$ cat src/hw/rtl/rrts_pkg.sv
`timescale 1ns / 1ps

package rrts_pkg;

   localparam int TIME_W  = 16;
   localparam int BURST_W = 16;
   localparam int TASK_W  = 5;

   localparam logic [TIME_W-1:0] TIME_MAX = {TIME_W{1'b1}};

   localparam logic OP_LOAD = 1'b0;
   localparam logic OP_TICK = 1'b1;

   typedef logic [TIME_W-1:0]  time_type;
   typedef logic [BURST_W-1:0] burst_type;
   typedef logic [TASK_W-1:0]  task_type;

   typedef struct packed {
      logic empty;
      logic full;
   } fifo_status_type;

endpackage

$ cat src/hw/rtl/rrts_channels.sv
`timescale 1ns / 1ps

interface rrts_req_channel;
   logic                 valid;
   logic                 ready;
   logic                 operation;
   rrts_pkg::time_type   arrival_time;
   rrts_pkg::burst_type  burst_length;

   modport source (output valid, output operation, output arrival_time,
                   output burst_length, input ready);
   modport sink   (input valid, input operation, input arrival_time,
                   input burst_length, output ready);
endinterface

interface rrts_rsp_channel;
   logic                valid;
   logic                ready;
   rrts_pkg::task_type  task_index;
   logic                idle;
   logic                finished;
   rrts_pkg::time_type  slot_time;

   modport source (output valid, output task_index, output idle, output finished,
                   output slot_time, input ready);
   modport sink   (input valid, input task_index, input idle, input finished,
                   input slot_time, output ready);
endinterface

$ cat src/hw/rtl/round_robin_tick_scheduler.sv
`timescale 1ns / 1ps
// Channel  Dir  Transaction
// req_if   in   operation, arrival_time, burst_length (load a task or advance a tick)
// rsp_if   out  task_index, idle, finished, slot_time (one per tick)
//
// A load is written into the task table as it is accepted. The length of a tick
// is set by the arrival scan, which runs twice on the first tick: one
// task table read and one compare per entry through a single compare unit.
// Reset is synchronous and clears the queue pointers, task count and time.
// A held result stalls a tick only at its end, and no load goes in meanwhile.

module round_robin_tick_scheduler #(
   parameter int MAX_TASKS = 32
) (
   input  logic               clock,
   input  logic               reset,
   rrts_req_channel.sink      req_if,
   rrts_rsp_channel.source    rsp_if
);

   localparam int IW = (MAX_TASKS > 1) ? $clog2(MAX_TASKS) : 1;
   localparam int CW = $clog2(MAX_TASKS + 1);
   localparam logic [CW-1:0] FULL_CNT = CW'(MAX_TASKS);

   localparam logic [2:0] S_IDLE  = 3'd0;
   localparam logic [2:0] S_SCAN  = 3'd1;
   localparam logic [2:0] S_POP   = 3'd2;
   localparam logic [2:0] S_RDREM = 3'd3;
   localparam logic [2:0] S_UPD   = 3'd4;
   localparam logic [2:0] S_REQ   = 3'd5;
   localparam logic [2:0] S_DONE  = 3'd6;

   logic [2:0]          state_ff, state_in;
   logic [CW-1:0]       loaded_ff, loaded_in;
   rrts_pkg::time_type  time_ff, time_in;
   rrts_pkg::time_type  slot_ff, slot_in;
   rrts_pkg::time_type  target_ff, target_in;
   logic [CW-1:0]       scan_ff, scan_in;
   logic                first_ff, first_in;
   logic                cmp_vld_ff, cmp_vld_in;
   logic [IW-1:0]       cmp_idx_ff, cmp_idx_in;
   logic [IW-1:0]       idx_ff, idx_in;
   logic                idle_ff, idle_in;
   logic                fin_ff, fin_in;
   logic                rsp_valid_ff, rsp_valid_in;
   rrts_pkg::task_type  rsp_task_ff, rsp_task_in;
   logic                rsp_idle_ff, rsp_idle_in;
   logic                rsp_fin_ff, rsp_fin_in;
   rrts_pkg::time_type  rsp_slot_ff, rsp_slot_in;

   logic                req_accept;
   logic                load_en;
   logic                arr_rd_en;
   rrts_pkg::time_type  arr_rdata;
   logic                rem_rd_en;
   rrts_pkg::burst_type rem_rdata;
   logic                rem_wr_en;
   rrts_pkg::burst_type rem_dec;
   logic                push;
   logic [IW-1:0]       push_idx;
   logic                pop;
   logic [IW-1:0]       pop_idx;
   logic                after_disp;
   rrts_pkg::fifo_status_type fifo_status;

   assign req_if.ready = (state_ff == S_IDLE);
   assign req_accept   = req_if.valid && req_if.ready;
   assign load_en      = req_accept && (req_if.operation == rrts_pkg::OP_LOAD)
                         && (loaded_ff != FULL_CNT);
   assign rem_dec      = (rem_rdata == '0) ? '0 : rem_rdata - 1'b1;

   rrts_task_table #(
      .MAX_TASKS (MAX_TASKS),
      .IW        (IW)
   ) u_table (
      .clock        (clock),
      .load_en      (load_en),
      .load_addr    (loaded_ff[IW-1:0]),
      .load_arrival (req_if.arrival_time),
      .load_burst   (req_if.burst_length),
      .arr_rd_en    (arr_rd_en),
      .arr_rd_addr  (scan_ff[IW-1:0]),
      .arr_rdata    (arr_rdata),
      .rem_rd_en    (rem_rd_en),
      .rem_rd_addr  (pop_idx),
      .rem_rdata    (rem_rdata),
      .rem_wr_en    (rem_wr_en),
      .rem_wr_addr  (idx_ff),
      .rem_wr_data  (rem_dec)
   );

   rrts_ready_fifo #(
      .MAX_TASKS (MAX_TASKS),
      .IW        (IW),
      .CW        (CW)
   ) u_fifo (
      .clock    (clock),
      .reset    (reset),
      .push     (push),
      .push_idx (push_idx),
      .pop      (pop),
      .pop_idx  (pop_idx),
      .status   (fifo_status)
   );

   always_comb begin
      state_in     = state_ff;
      loaded_in    = loaded_ff;
      time_in      = time_ff;
      slot_in      = slot_ff;
      target_in    = target_ff;
      scan_in      = scan_ff;
      first_in     = first_ff;
      cmp_vld_in   = 1'b0;
      cmp_idx_in   = cmp_idx_ff;
      idx_in       = idx_ff;
      idle_in      = idle_ff;
      fin_in       = fin_ff;
      rsp_valid_in = rsp_valid_ff && !rsp_if.ready;
      rsp_task_in  = rsp_task_ff;
      rsp_idle_in  = rsp_idle_ff;
      rsp_fin_in   = rsp_fin_ff;
      rsp_slot_in  = rsp_slot_ff;
      arr_rd_en    = 1'b0;
      rem_rd_en    = 1'b0;
      rem_wr_en    = 1'b0;
      push         = 1'b0;
      push_idx     = idx_ff;
      pop          = 1'b0;
      after_disp   = 1'b0;

      case (state_ff)
         S_IDLE: begin
            if (load_en) begin
               loaded_in = loaded_ff + 1'b1;
            end
            if (req_accept && (req_if.operation == rrts_pkg::OP_TICK)) begin
               slot_in = time_ff;
               if (time_ff == '0) begin
                  target_in = '0;
                  scan_in   = '0;
                  first_in  = 1'b1;
                  state_in  = S_SCAN;
               end else begin
                  state_in  = S_POP;
               end
            end
         end
         S_SCAN: begin
            if (cmp_vld_ff && (arr_rdata == target_ff)) begin
               push     = 1'b1;
               push_idx = cmp_idx_ff;
            end
            if (scan_ff < loaded_ff) begin
               arr_rd_en  = 1'b1;
               cmp_vld_in = 1'b1;
               cmp_idx_in = scan_ff[IW-1:0];
               scan_in    = scan_ff + 1'b1;
            end else if (!cmp_vld_ff) begin
               state_in = first_ff ? S_POP : S_REQ;
            end
         end
         S_POP: begin
            if (fifo_status.empty) begin
               idle_in    = 1'b1;
               fin_in     = 1'b0;
               idx_in     = '0;
               after_disp = 1'b1;
            end else begin
               pop      = 1'b1;
               idle_in  = 1'b0;
               state_in = S_RDREM;
            end
         end
         S_RDREM: begin
            idx_in    = pop_idx;
            rem_rd_en = 1'b1;
            state_in  = S_UPD;
         end
         S_UPD: begin
            rem_wr_en  = 1'b1;
            fin_in     = (rem_dec == '0);
            after_disp = 1'b1;
         end
         S_REQ: begin
            push     = !idle_ff && !fin_ff;
            push_idx = idx_ff;
            state_in = S_DONE;
         end
         S_DONE: begin
            if (!rsp_valid_ff || rsp_if.ready) begin
               rsp_valid_in = 1'b1;
               rsp_task_in  = idle_ff ? '0 : rrts_pkg::task_type'(idx_ff);
               rsp_idle_in  = idle_ff;
               rsp_fin_in   = fin_ff;
               rsp_slot_in  = slot_ff;
               state_in     = S_IDLE;
            end
         end
         default: begin
            state_in = S_IDLE;
         end
      endcase

      // next-tick arrival scan, skipped once time has saturated
      if (after_disp) begin
         if (slot_ff != rrts_pkg::TIME_MAX) begin
            target_in = slot_ff + 1'b1;
            time_in   = slot_ff + 1'b1;
            scan_in   = '0;
            first_in  = 1'b0;
            state_in  = S_SCAN;
         end else begin
            state_in  = S_REQ;
         end
      end
   end

   always_ff @(posedge clock) begin
      if (reset) begin
         state_ff     <= S_IDLE;
         loaded_ff    <= '0;
         time_ff      <= '0;
         cmp_vld_ff   <= 1'b0;
         rsp_valid_ff <= 1'b0;
      end else begin
         state_ff     <= state_in;
         loaded_ff    <= loaded_in;
         time_ff      <= time_in;
         cmp_vld_ff   <= cmp_vld_in;
         rsp_valid_ff <= rsp_valid_in;
      end
   end

   always_ff @(posedge clock) begin
      slot_ff     <= slot_in;
      target_ff   <= target_in;
      scan_ff     <= scan_in;
      first_ff    <= first_in;
      cmp_idx_ff  <= cmp_idx_in;
      idx_ff      <= idx_in;
      idle_ff     <= idle_in;
      fin_ff      <= fin_in;
      rsp_task_ff <= rsp_task_in;
      rsp_idle_ff <= rsp_idle_in;
      rsp_fin_ff  <= rsp_fin_in;
      rsp_slot_ff <= rsp_slot_in;
   end

   assign rsp_if.valid      = rsp_valid_ff;
   assign rsp_if.task_index = rsp_task_ff;
   assign rsp_if.idle       = rsp_idle_ff;
   assign rsp_if.finished   = rsp_fin_ff;
   assign rsp_if.slot_time  = rsp_slot_ff;

endmodule

$ cat src/hw/rtl/rrts_task_table.sv
`timescale 1ns / 1ps

module rrts_task_table #(
   parameter int MAX_TASKS = 32,
   parameter int IW        = 5
) (
   input  logic                 clock,
   input  logic                 load_en,
   input  logic [IW-1:0]        load_addr,
   input  rrts_pkg::time_type   load_arrival,
   input  rrts_pkg::burst_type  load_burst,
   input  logic                 arr_rd_en,
   input  logic [IW-1:0]        arr_rd_addr,
   output rrts_pkg::time_type   arr_rdata,
   input  logic                 rem_rd_en,
   input  logic [IW-1:0]        rem_rd_addr,
   output rrts_pkg::burst_type  rem_rdata,
   input  logic                 rem_wr_en,
   input  logic [IW-1:0]        rem_wr_addr,
   input  rrts_pkg::burst_type  rem_wr_data
);

   rrts_pkg::time_type  arrival_mem   [MAX_TASKS];
   rrts_pkg::burst_type remaining_mem [MAX_TASKS];
   rrts_pkg::time_type  arr_rdata_ff;
   rrts_pkg::burst_type rem_rdata_ff;

   always_ff @(posedge clock) begin
      if (load_en) begin
         arrival_mem[load_addr] <= load_arrival;
      end
      if (arr_rd_en) begin
         arr_rdata_ff <= arrival_mem[arr_rd_addr];
      end
   end

   always_ff @(posedge clock) begin
      if (load_en) begin
         remaining_mem[load_addr] <= load_burst;
      end else if (rem_wr_en) begin
         remaining_mem[rem_wr_addr] <= rem_wr_data;
      end
      if (rem_rd_en) begin
         rem_rdata_ff <= remaining_mem[rem_rd_addr];
      end
   end

   assign arr_rdata = arr_rdata_ff;
   assign rem_rdata = rem_rdata_ff;

endmodule

$ cat src/hw/rtl/rrts_ready_fifo.sv
`timescale 1ns / 1ps

module rrts_ready_fifo #(
   parameter int MAX_TASKS = 32,
   parameter int IW        = 5,
   parameter int CW        = 6
) (
   input  logic                      clock,
   input  logic                      reset,
   input  logic                      push,
   input  logic [IW-1:0]             push_idx,
   input  logic                      pop,
   output logic [IW-1:0]             pop_idx,
   output rrts_pkg::fifo_status_type status
);

   localparam logic [IW-1:0] LAST_PTR = IW'(MAX_TASKS - 1);
   localparam logic [CW-1:0] FULL_CNT = CW'(MAX_TASKS);

   logic [IW-1:0] fifo_mem [MAX_TASKS];
   logic [IW-1:0] head_ff, head_in;
   logic [IW-1:0] tail_ff, tail_in;
   logic [CW-1:0] fill_ff, fill_in;
   logic [IW-1:0] rdata_ff;
   logic          do_push;
   logic          do_pop;

   assign status.empty = (fill_ff == '0);
   assign status.full  = (fill_ff == FULL_CNT);
   assign do_push      = push && !status.full;
   assign do_pop       = pop && !status.empty;

   always_comb begin
      head_in = head_ff;
      tail_in = tail_ff;
      fill_in = fill_ff;
      if (do_push) begin
         tail_in = (tail_ff == LAST_PTR) ? '0 : tail_ff + 1'b1;
      end
      if (do_pop) begin
         head_in = (head_ff == LAST_PTR) ? '0 : head_ff + 1'b1;
      end
      if (do_push && !do_pop) begin
         fill_in = fill_ff + 1'b1;
      end else if (do_pop && !do_push) begin
         fill_in = fill_ff - 1'b1;
      end
   end

   always_ff @(posedge clock) begin
      if (reset) begin
         head_ff <= '0;
         tail_ff <= '0;
         fill_ff <= '0;
      end else begin
         head_ff <= head_in;
         tail_ff <= tail_in;
         fill_ff <= fill_in;
      end
   end

   always_ff @(posedge clock) begin
      if (do_push) begin
         fifo_mem[tail_ff] <= push_idx;
      end
      if (do_pop) begin
         rdata_ff <= fifo_mem[head_ff];
      end
   end

   assign pop_idx = rdata_ff;

endmodule

$ cat src/flat_wrapper.sv
// flat-port wrapper written by rule: the top's interface ports become plain ports
module round_robin_tick_scheduler_flat 
#(
   parameter int MAX_TASKS = 32
)
  (clock, reset, req_if_valid, req_if_operation, req_if_arrival_time, req_if_burst_length, req_if_ready, rsp_if_valid, rsp_if_task_index, rsp_if_idle, rsp_if_finished, rsp_if_slot_time, rsp_if_ready);
  rrts_req_channel req_if_i ();
  rrts_rsp_channel rsp_if_i ();
  input  logic clock;
  input  logic reset;
  input wire logic [$bits(req_if_i.valid)-1:0] req_if_valid;
  input wire logic [$bits(req_if_i.operation)-1:0] req_if_operation;
  input wire logic [$bits(req_if_i.arrival_time)-1:0] req_if_arrival_time;
  input wire logic [$bits(req_if_i.burst_length)-1:0] req_if_burst_length;
  output wire logic [$bits(req_if_i.ready)-1:0] req_if_ready;
  output wire logic [$bits(rsp_if_i.valid)-1:0] rsp_if_valid;
  output wire logic [$bits(rsp_if_i.task_index)-1:0] rsp_if_task_index;
  output wire logic [$bits(rsp_if_i.idle)-1:0] rsp_if_idle;
  output wire logic [$bits(rsp_if_i.finished)-1:0] rsp_if_finished;
  output wire logic [$bits(rsp_if_i.slot_time)-1:0] rsp_if_slot_time;
  input wire logic [$bits(rsp_if_i.ready)-1:0] rsp_if_ready;
  assign req_if_i.valid = req_if_valid;
  assign req_if_i.operation = req_if_operation;
  assign req_if_i.arrival_time = req_if_arrival_time;
  assign req_if_i.burst_length = req_if_burst_length;
  assign req_if_ready = req_if_i.ready;
  assign rsp_if_valid = rsp_if_i.valid;
  assign rsp_if_task_index = rsp_if_i.task_index;
  assign rsp_if_idle = rsp_if_i.idle;
  assign rsp_if_finished = rsp_if_i.finished;
  assign rsp_if_slot_time = rsp_if_i.slot_time;
  assign rsp_if_i.ready = rsp_if_ready;
  round_robin_tick_scheduler #(.MAX_TASKS(MAX_TASKS)) u_core (.clock(clock), .reset(reset), .req_if(req_if_i), .rsp_if(rsp_if_i));
endmodule
$ cat config.mk
export PLATFORM = sky130hd
export DESIGN_NAME = round_robin_tick_scheduler_flat
export DESIGN_NICKNAME = d
export VERILOG_FILES = /design/src/hw/rtl/rrts_pkg.sv /design/src/hw/rtl/rrts_channels.sv /design/src/hw/rtl/round_robin_tick_scheduler.sv /design/src/hw/rtl/rrts_task_table.sv /design/src/hw/rtl/rrts_ready_fifo.sv /design/src/flat_wrapper.sv
export SDC_FILE = /design/constraint.sdc
export NUM_CORES = 1
export LEC_CHECK = 0
export ABC_AREA = 1
export BUFFER_PORTS_ARGS = -buffer_cell sky130_fd_sc_hd__buf_2
export CORE_UTILIZATION = 50
export DETAILED_ROUTE_END_ITERATION = 10
export PLACE_DENSITY = 0.65
export SLEW_MARGIN = 20
export SYNTH_ARGS = -nofsm -noshare
export SYNTH_HDL_FRONTEND = slang
export SYNTH_SLANG_ARGS = --single-unit
$ cat constraint.sdc
create_clock -name clock -period 5.75 [get_ports clock]
set_clock_uncertainty 0.15 [all_clocks]
set_input_delay 0.2875 -clock clock [delete_from_list [all_inputs] [get_ports clock]]
set_output_delay 0.2875 -clock clock [all_outputs]
set_load 0.02 [all_outputs]
# Yosys cells after proc, flatten, opt, wreduce, memory -nomap -nowiden
# Memory sizes are Yosys's and may differ from the RTL's. A register that Yosys moved wholly into a read port is not among the register bits.
# Index checks and enable logic that the tools add are counted.
[word_totals]
ff_bits = 117
latchBits = 0
ramBits = 1184
rom_bits = 0
out_inout_bits = 25
memories = 3
[memory_table]
columns = ["name", "depth", "word_bits", "read_ports", "rd_clocked_by_memory_dff", "wr", "line", "rtl"]
rows = [
  ["u_core.u_table.arrival_mem", 32, 16, 1, 1, 1, "rrts_task_table.sv:23", "rrts_pkg::time_type arrival_mem [MAX_TASKS];"],
  ["u_core.u_table.remaining_mem", 32, 16, 1, 1, 1, "rrts_task_table.sv:24", "rrts_pkg::burst_type remaining_mem [MAX_TASKS];"],
  ["u_core.u_fifo.fifo_mem", 32, 5, 1, 1, 1, "rrts_ready_fifo.sv:20", "logic [IW-1:0] fifo_mem [MAX_TASKS];"],
]
[op_classes]
addsub = 8
mul = 0
div_mod_pow = 0
magnitude_cmp = 1
n_eq_ne = 19
shift = 0
mux = 59
n_bitwise = 1
n_reduce_logical = 37
[ops]
columns = ["cell", "count"]
rows = [
  ["$mux 16", 7],
  ["$logic_not 16->1", 3],
  ["$mux 6", 7],
  ["$mux 5", 6],
  ["$mux 1", 24],
  ["$mux 3", 8],
  ["$pmux 3 s7", 1],
  ["$add 6x1->6 const B", 3],
  ["$add 16x1->16 const B", 1],
  ["$eq 16x16->1", 1],
  ["$ne 16x16->1 const B", 1],
  ["$reduce_or 16->1", 1],
  ["$sub 16x1->16 const B", 1],
  ["$reduce_and 2->1", 7],
  ["$pmux 6 s2", 1],
  ["$logic_and 1x1->1", 11],
  ["$add 5x1->5 const B", 2],
  ["$eq 5x5->1 const B", 2],
  ["$pmux 5 s2", 1],
  ["$eq 3x3->1 const B", 3],
  ["$logic_not 1->1", 8],
  ["$eq 3x2->1 const B", 2],
  ["$eq 6x6->1 const B", 1],
  ["$logic_not 6->1", 1],
  ["other kinds (16)", 22],
]

# Longest topological paths before layout
# Gate-level depths: netlist of the first run.
[logic_depth]
ltp_word = 9
depth_mapped = 20
depth_no_buf = 20

# Modules after synthesis
# From an unflattened synthesis of the first run, not the netlist that was laid out.
[hier_totals]
hier_cells = 5020
hier_area_um2 = 56165.1
[by_module_without_submodules]
columns = ["module", "instances", "cells_each", "area_per_inst_um2"]
rows = [
  ["rrts_task_table", 1, 3659, 43203.9],
  ["rrts_ready_fifo", 1, 730, 7851.3],
  ["round_robin_tick_scheduler", 1, 631, 5109.9],
]

# Least setup slack after synthesis of the first run
# Ideal clock, no wire load.
[synth_timing]
path_kind = "reg-to-reg"
from = "reg u_core.u_table.rem_rdata_ff[0] (netlist: u_core.u_table.rem_rdata[0]) (read register of u_core.u_table.remaining_mem)"
to = "mem u_core.u_table.remaining_mem[0][10] in the netlist's numbering, data pin"
setup_time_ps = 454
arrival_ps = 2588
path_slack_ps = 2558
stages_incl_launch_ff = 9
path_cell_list = "edfxtp_1 > inv_1 > ha_1 > nand2_1 > nor2_1 > nand4_1 > clkbuf_1 > nand3_1 > o21ai_0"
[synth_between]
elab_chain_cells = 3
elab_cells_between_ends = 4
classes_between = "add/sub (1); mux (2); reduce/logical (1)"
[synth_rtl]
columns = ["element", "line", "rtl"]
rows = [
  ["start: declaration", "rrts_task_table.sv:26", "rrts_pkg::burst_type rem_rdata_ff;"],
  ["$sub 16x1->16 / $logic_not 16->1 (equally long branches)", "round_robin_tick_scheduler.sv:70", "assign rem_dec = (rem_rdata == '0) ? '0 : rem_rdata - 1'b1;"],
  ["$mux 16 *", "round_robin_tick_scheduler.sv:70", ""],
  ["$mux 16 (no line) *", "n/a", ""],
  ["end: declaration", "rrts_task_table.sv:24", ""],
]
# Every way passes the cells marked *; elsewhere a longest branch is shown, timed or not.

# Final worst setup path of the first run
[layout_timing]
from = "reg u_core.state_ff[1]"
to = "reg u_core.u_fifo.fill_ff[5]"
[layout_between]
elab_chain_cells = 6
elab_cells_between_ends = 13
classes_between = "eq/ne (3); mux (3); reduce/logical (7)"
[layout_rtl]
columns = ["element", "line", "rtl"]
rows = [
  ["start: declaration", "round_robin_tick_scheduler.sv:33", "logic [2:0] state_ff, state_in;"],
  ["start signal: assignment", "round_robin_tick_scheduler.sv:227", "state_ff <= state_in;"],
  ["$eq 3x3->1 / $eq 3x1->1 (equally long branches)", "round_robin_tick_scheduler.sv:132", "case (state_ff)"],
  ["$pmux 1 s2 *", "round_robin_tick_scheduler.sv:132", ""],
  ["$logic_and 1x1->1 *", "rrts_ready_fifo.sv:30", "assign do_push = push && !status.full;"],
  ["named net u_core.u_fifo.do_push", "rrts_ready_fifo.sv:25", "logic do_push;"],
  ["$logic_not 1->1", "rrts_ready_fifo.sv:45", "end else if (do_pop && !do_push) begin"],
  ["$logic_and 1x1->1", "rrts_ready_fifo.sv:45", ""],
  ["$reduce_bool 2->1 (no line)", "n/a", ""],
  ["end signal: assignment", "rrts_ready_fifo.sv:58", "fill_ff <= fill_in;"],
  ["end: declaration", "rrts_ready_fifo.sv:23", "logic [CW-1:0] fill_ff, fill_in;"],
]
# Mark *: on every way through the listed nets, which the timed path passes. The rest lies on a longest branch.
# A chain may end at the register's enable or synchronous reset.

==> results.py, run 1 <==
metrics = {
    "run_status": {
        "status": "finished, final reports clean",
    },
    "floorplanning": {
        "coreArea_um2": 107000,
        "initial_core_util_pct": 50.4,
        "die_y_um": 330,
        "die_area_um2": 109000,
        "io_pins": 62,
        "fp.dieW_um": 330,
        "rows": 120,
    },
    "global_route": {
        "antenna_found_initial": 1,
        "gr-total-overflow": 0,
        "grt_max_degree": 185,
        "grt_pass1_vias": 32100,
        "grt_pass1_wl_um": 198000,
        "grt_usage_pct": 24.1,
    },
    "logic_synthesis": {
        "syn_area_um2": 53900,
        "ys_types": 39,
        "syn_nets": 4344,
        "synth_seq_cells": 1338,
        "synth_seq_area_share_pct": 73.3,
        "yosysWarnings": 0,
        "syn-instance-count": 4282,
        "synth.avg_cell_area_um2": 12.6,
    },
    "layout": {
        "areaGrowthSynthToFinish_pct": 12.1,
        "finalNetCount": 4425,
        "num_antenna_cells": 0,
        "fin_util_pct": 56.5,
        "layout-drive-gt1-share_pct": 10.2,
        "n_fill_cell": 8584,
        "mostFrequentLayoutCells": "1272 x edfxtp_1, 768 x nor2_1, 500 x o21ai_0",
        "mostFrequentLayoutCell": "edfxtp_1",
        "final_area_um2": 60500,
        "instances_no_fill": 5881,
    },
    "placed_design": {
        "hpwlAfterDp_um": 74700,
        "port_buffers": 61,
        "dp.cells": 5605,
        "placed_area_um2": 55900,
        "gp_congestion": 0.856,
    },
    "sta": {
        "setup_violations": 0,
        "drv_slew": 0,
        "slew_headroom_pct": 28.0,
        "fmax_ghz": 0.285,
        "worst_pin_slew_ns": 1.08,
        "min_period_over_period_pct": 61.1,
        "finalHoldViolCount": 0,
        "fin_setup_tns_ns": 0,
        "grt_setup_unrepaired": "false",
        "min_period_ns": 3.51,
    },
    "routing": {
        "drc": 0,
        "drt_iter0_drc": 3668,
        "wl_per_cell_um": 22.6,
        "wl_um": 133000,
        "vias": 34300,
        "first_pass_iters": 6,
        "ant_nets": 0,
        "viasPerCell": 5.83,
    },
    "clocking": {
        "root_buffer": "clkbuf_16",
        "htree_levels": 4,
        "cts_tree": "built",
        "numCtsBuffers": 139,
        "path_clk_slew_ns": 0.06,
        "clock_sinks": 1338,
        "clock_path_buffers": 3,
        "clk_latency_ns": 0.75,
    },
    "setup_path": {
        "r2r-end": "u_core.u_fifo.fill_ff[5]$_SDFFE_PP0P_",
        "critPathMaxStageDelay_ns": 0.42,
        "cp_slowest_cell": "nand3_1",
        "reg2reg_slack_ns": 2.24,
        "r2r_cells": 17,
        "path_max_fanout": 11,
        "crit_end": "u_core.u_fifo.fill_ff[5]$_SDFFE_PP0P_",
        "start_kind": "flop",
        "startpoint": "u_core.state_ff[1]$_SDFFE_PP0P_",
        "r2r_start": "u_core.state_ff[1]$_SDFFE_PP0P_",
        "worstSetupEndpointType": "flop",
        "worstPathCellList": "inv_1 -> nand3_2 -> nor2_1 -> nand2_1 -> nor2_1 -> nand3_1 -> nand2_2 -> nand2_2 -> inv_2 -> ha_1 -> inv_1 -> ha_1 -> a21oi_1 -> o211ai_1 -> xor2_1 -> nand2_1 -> a21oi_1",
        "arrival_ns": 3.95,
        "crit_required_ns": 6.19,
        "worstSetupPathType": "reg -> reg",
    },
    "power_and_ir_drop": {
        "finalPower_w": 0.0248,
        "peakVddDrop_v": 0.000335,
        "p_leak_nw": 20.4,
        "power_density_nw_per_um2": 410,
    },
    "hold_path": {
        "holdCritPathClass": "in -> reg",
    },
    "flow_run": {
        "maxCapViolCount": 0,
    },
}
==> worst max-delay path: cells and delay by family (launching register included) <==
kind	cells	cell delay, ns
xor gates and xnor gates	1	0.15
adders and majority gates	2	0.59
and+or+nand+nor	8	1.37
DFF	1	0.35
buffers and inverters	3	0.34
AOI/OAI and AO/OA	3	0.40
==> through the flow <==
stage | hold WS (ns) | worst slack, ns
floorplan | 0.236 | 2.56
global placement | 0.293 | 2.20
detailed placement | 0.293 | 2.24
CTS | 0.0176 | 2.24
global route | 0.0724 | 1.83
finish | 0.0746 | 2.24
==> routing by layer <==
metal / share of wire (%) / routed length [um] / track usage, %
met1: 43 / 57700 / 34.7
met3: 7.2 / 9600 / 3.99
met5: 0 / 0 / 0
met2: 47 / 62200 / 37.4
met4: 2.7 / 3610 / 7.97
==> layout make-up <==
class / instances / area, um2 / share of cell area, %
sequential: 1338 / 39500 / 65.4
clock buffer: 192 / 3810 / 6.30
multi-input combinational: 2553 / 12900 / 21.3
inverter: 142 / 544 / 0.900
clock inverter: 64 / 547 / 0.904
tap: 1403 / 1760 / 2.90
timing repair buffer: 189 / 1390 / 2.30
==> registers in the layout, indices dropped and copies added (netlist names), 6 cells and up <==
register,count
u_core.u_table.rem_rdata,16
u_core.u_fifo.fill_ff,6
u_core.rsp_if.slot_time,16
u_core.u_fifo.fifo_mem,160
u_core.u_table.arrival_mem,512
u_core.target_ff,16
u_core.u_table.arr_rdata,16
u_core.scan_ff,6
u_core.slot_ff,16
u_core.loaded_ff,6
u_core.time_ff,16
u_core.u_table.remaining_mem,512
==> timing repair <==
| action | CTS | global route |
|---|---|---|
| endpoints found under the hold margin | 529 | 0 |
| buffers inserted | 0 | 0 |
| hold buffers | 20 | 0 |
| resized for setup | 0 | 0 |
==> logic make-up (layout without fill, tap and decap cells) <==
| kind of cell | Yosys count | after routing | share of synthesized area [%] |
|---|---|---|---|
| AOI/OAI and AO/OA | 1005 | 1005 | 10.8 |
| xor gates and xnor gates | 17 | 17 | 0.276 |
| adders and majority gates | 25 | 25 | 0.594 |
| buffers and inverters | 391 | 587 | 3.07 |
| DFF | 1338 | 1338 | 73.3 |
| muxes | 59 | 59 | 1.16 |
| and+or+nand+nor | 1447 | 1447 | 10.8 |
==> cells in the mapped netlist <==
cell	instances	area, um2
a211oi_1	1	7.51
mux2_2	27	304
o211ai_1	68	510
fa_1	1	20.0
xor2_1	10	87.6
nor2_4	2	22.5
nor3_2	2	20.0
dfxtp_1	66	1320
nand2_2	7	43.8
and2_1	1	6.26
edfxtp_1	1272	38200
o221ai_1	116	1020
nand3_1	162	811
a21oi_1	84	420
o22ai_1	128	801
o21ai_0	512	2560
buf_4	13	97.6
a21boi_1	1	7.51
o31ai_1	16	120
xnor2_1	7	61.3
buf_1	8	30.0
o21a_1	2	15.0
clkinv_1	5	18.8
nand3b_1	8	60.1
nand3_2	5	50.1
nand2_1	452	1700
buf_2	46	230
nor2_1	774	2910
inv_1	125	469
inv_2	12	45.0
nand4_1	18	113
or2_2	6	37.5
clkbuf_1	171	642
buf_6	11	124
mux2i_1	32	320
o21ai_1	76	380
ha_1	24	300
nor3_1	10	50.1
o21bai_1	1	7.51
==> power by group <==
part	total [W]	internal, W	switching (W)
Sequential	0.0115	0.0113	0.000254
Combinational	0.00462	0.00127	0.00335
Clock	0.00860	0.00490	0.00370
==> worst min path at each step <==
stage                                    startpoint                                             end  slack [ns]  depth (start not counted)
global route                 req_if_burst_length[4]    u_core.u_table.remaining_mem[9][4]$_DFFE_PP_        0.07                          4
CTS                                req_if_operation                u_core.loaded_ff[0]$_SDFFE_PP0P_        0.02                          5
finish                      req_if_burst_length[14]  u_core.u_table.remaining_mem[13][14]$_DFFE_PP_        0.07                          4
floorplan                    req_if_arrival_time[0]      u_core.u_table.arrival_mem[0][0]$_DFFE_PP_        0.24                          0
global placement    u_core.time_ff[14]$_SDFFE_PP0P_                    u_core.slot_ff[14]$_DFFE_PP_        0.29                          0
detailed placement  u_core.time_ff[14]$_SDFFE_PP0P_                    u_core.slot_ff[14]$_DFFE_PP_        0.29                          0
(Power assumes the default switching activity.)
==> run 2, diff against run 1 <==
Clock period 5.75 ns to 3.4 ns, I/O delays scaled along.
==> results.py, run 2 (synthesized netlist as in run 1, its figures left out) <==
metrics = {
    "global_route": {
        "grt_pass1_vias": 33100,
        "antenna_found_initial": 1,
        "gr-total-overflow": 0,
        "grt_usage_pct": 24.5,
        "grt_pass1_wl_um": 202000,
        "grt_max_degree": 129,
    },
    "layout": {
        "n_fill_cell": 8546,
        "finalNetCount": 4490,
        "areaGrowthSynthToFinish_pct": 13.4,
        "mostFrequentLayoutCell": "edfxtp_1",
        "mostFrequentLayoutCells": "1272 x edfxtp_1, 764 x nor2_1, 500 x o21ai_0",
        "instances_no_fill": 5943,
        "reg_top3": "u_core.u_table.arrival_mem (512), u_core.u_table.remaining_mem (512), u_core.u_fifo.fifo_mem (160)",
        "fin_util_pct": 57.1,
        "layout-drive-gt1-share_pct": 11.2,
    },
    "flow_run": {
        "maxCapViolCount": 0,
    },
    "floorplanning": {
        "coreArea_um2": 107000,
        "die_y_um": 330,
        "fp.dieW_um": 330,
        "io_pins": 62,
        "rows": 120,
        "die_area_um2": 109000,
        "initial_core_util_pct": 50.4,
    },
    "clocking": {
        "cts_tree": "built",
        "root_buffer": "clkbuf_16",
        "clk_latency_ns": 0.75,
        "clock_sinks": 1338,
        "clock_path_buffers": 3,
        "numCtsBuffers": 138,
        "htree_levels": 4,
        "postCtsSetupBuffers": 0,
        "path_clk_slew_ns": 0.06,
    },
    "routing": {
        "drc": 0,
        "wl_per_cell_um": 22.7,
        "first_pass_iters": 6,
        "drt_iter0_drc": 3659,
        "wl_um": 135000,
        "vias": 34700,
        "viasPerCell": 5.84,
        "ant_nets": 0,
    },
    "sta": {
        "grt_setup_unrepaired": "true",
        "min_period_ns": 3.27,
        "worst_pin_slew_ns": 0.932,
        "setup_violations": 0,
        "min_period_over_period_pct": 96.2,
        "finalHoldViolCount": 0,
        "fmax_ghz": 0.306,
        "drv_slew": 0,
        "slew_headroom_pct": 37.8,
    },
    "setup_path": {
        "worstSetupPathType": "reg -> reg",
        "worstSetupEndpointType": "flop",
        "worstPathCellList": "nor2_1 -> nand2_1 -> inv_2 -> nand3_1 -> dlygate4sd3_1 -> nor2_4 -> inv_2 -> nand2_2 -> nand3_2 -> nor2_2 -> buf_4",
        "arrival_ns": 3.52,
        "critPathMaxStageDelay_ns": 0.61,
        "cp_common_cell": "inv_2",
        "cp_slowest_cell": "dlygate4sd3_1",
        "path_buf_inv": 4,
        "start_kind": "flop",
        "path_max_fanout": 14,
        "crit_required_ns": 3.65,
        "cp_top_family": "simple AND/OR/NAND/NOR gates",
        "reg2reg_slack_ns": 0.13,
    },
    "placed_design": {
        "gp_congestion": 0.875,
        "hpwlAfterDp_um": 78000,
        "port_buffers": 61,
        "dp.cells": 5655,
    },
    "power_and_ir_drop": {
        "p_leak_nw": 20.8,
        "power_density_nw_per_um2": 689,
        "peakVddDrop_v": 0.000406,
        "finalPower_w": 0.0421,
    },
    "run_status": {
        "status": "finished, final reports clean",
    },
    "hold_path": {
        "holdCritPathClass": "in -> reg",
    },
}
==> run 2: cell types whose count changed in the layout (fill, tap and decap cells not counted), sizes merged <==
cell         change
diode            +1
clkbuf          -13
clkinv           +8
dlygate4sd3     +16
buf             +50
inv              -2
bufinv           +2
==> run 2: layout make-up <==
class | instances | area (um2) | share of cell area (%)
Antenna cell | 1 | 2.50 | 0.00409
Sequential cell | 1338 | 39500 | 64.6
Multi-Input combinational cell | 2553 | 12900 | 21.1
Clock buffer | 179 | 3710 | 6.07
Clock inverter | 72 | 636 | 1.04
Inverter | 142 | 544 | 0.890
Timing Repair Buffer | 255 | 2100 | 3.44
Tap cell | 1403 | 1760 | 2.87
==> run 2: final timing paths <==
kind,from,end,depth (start not counted)
worst max-delay path,u_core.state_ff[0]$_SDFFE_PP0P_,u_core.u_table.remaining_mem[28][14]$_DFFE_PP_,11
worst min-delay path,req_if_burst_length[5],u_core.u_table.remaining_mem[14][5]$_DFFE_PP_,4
worst max register to register,u_core.state_ff[0]$_SDFFE_PP0P_,u_core.u_table.remaining_mem[28][14]$_DFFE_PP_,11
worst min register to register,u_core.time_ff[4]$_SDFFE_PP0P_,u_core.slot_ff[4]$_DFFE_PP_,0
==> run 2: worst min-delay path, stage by stage <==
cell,delay (ns)
buf_2,0.10
nand2_1,0.12
o21ai_2,0.08
buf_4,0.25
==> run 2: metrics by stage <==
| stage | TNS, ns | setup slack, ns | instance area, um2 | hold slack (ns) |
|---|---|---|---|---|
| after floorplan | 0 | 0.208 | 53900 | 0.119 |
| after global placement | 0 | 0.472 | 56400 | 0.289 |
| after detailed placement | 0 | 0.334 | 56400 | 0.293 |
| after CTS | 0 | 0.105 | 61100 | 0.0173 |
| after global routing | -0.388 | -0.0296 | 61200 | 0.0183 |
| final | 0 | 0.131 | 61200 | 0.0498 |
==> run 2: report_power, final <==
group / leakage, nW / switching [W] / internal (W)
clock network: 2.13 / 0.00626 / 0.00830
logic: 6.63 / 0.00579 / 0.00233
registers: 12.0 / 0.000360 / 0.0191
total: 20.8 / 0.0124 / 0.0297
==> run 2: metal layers <==
metal  vias to the layer above  global-route usage [%]  part of all wire (%)
met5                         -                       0                     0
met4                         0                    7.44                   2.5
met3                       225                    4.31                   7.5
met2                      1347                    39.3                    48
met1                     17100                    34.2                    42
li1                      16000                       -                     -
==> run 2: what timing repair did <==
item                                   4_1_cts  5_1_grt
setup endpoints to repair                    0       83
hold buffers                                36        0
endpoints found under the hold margin      893        0
resized for setup                            0        7
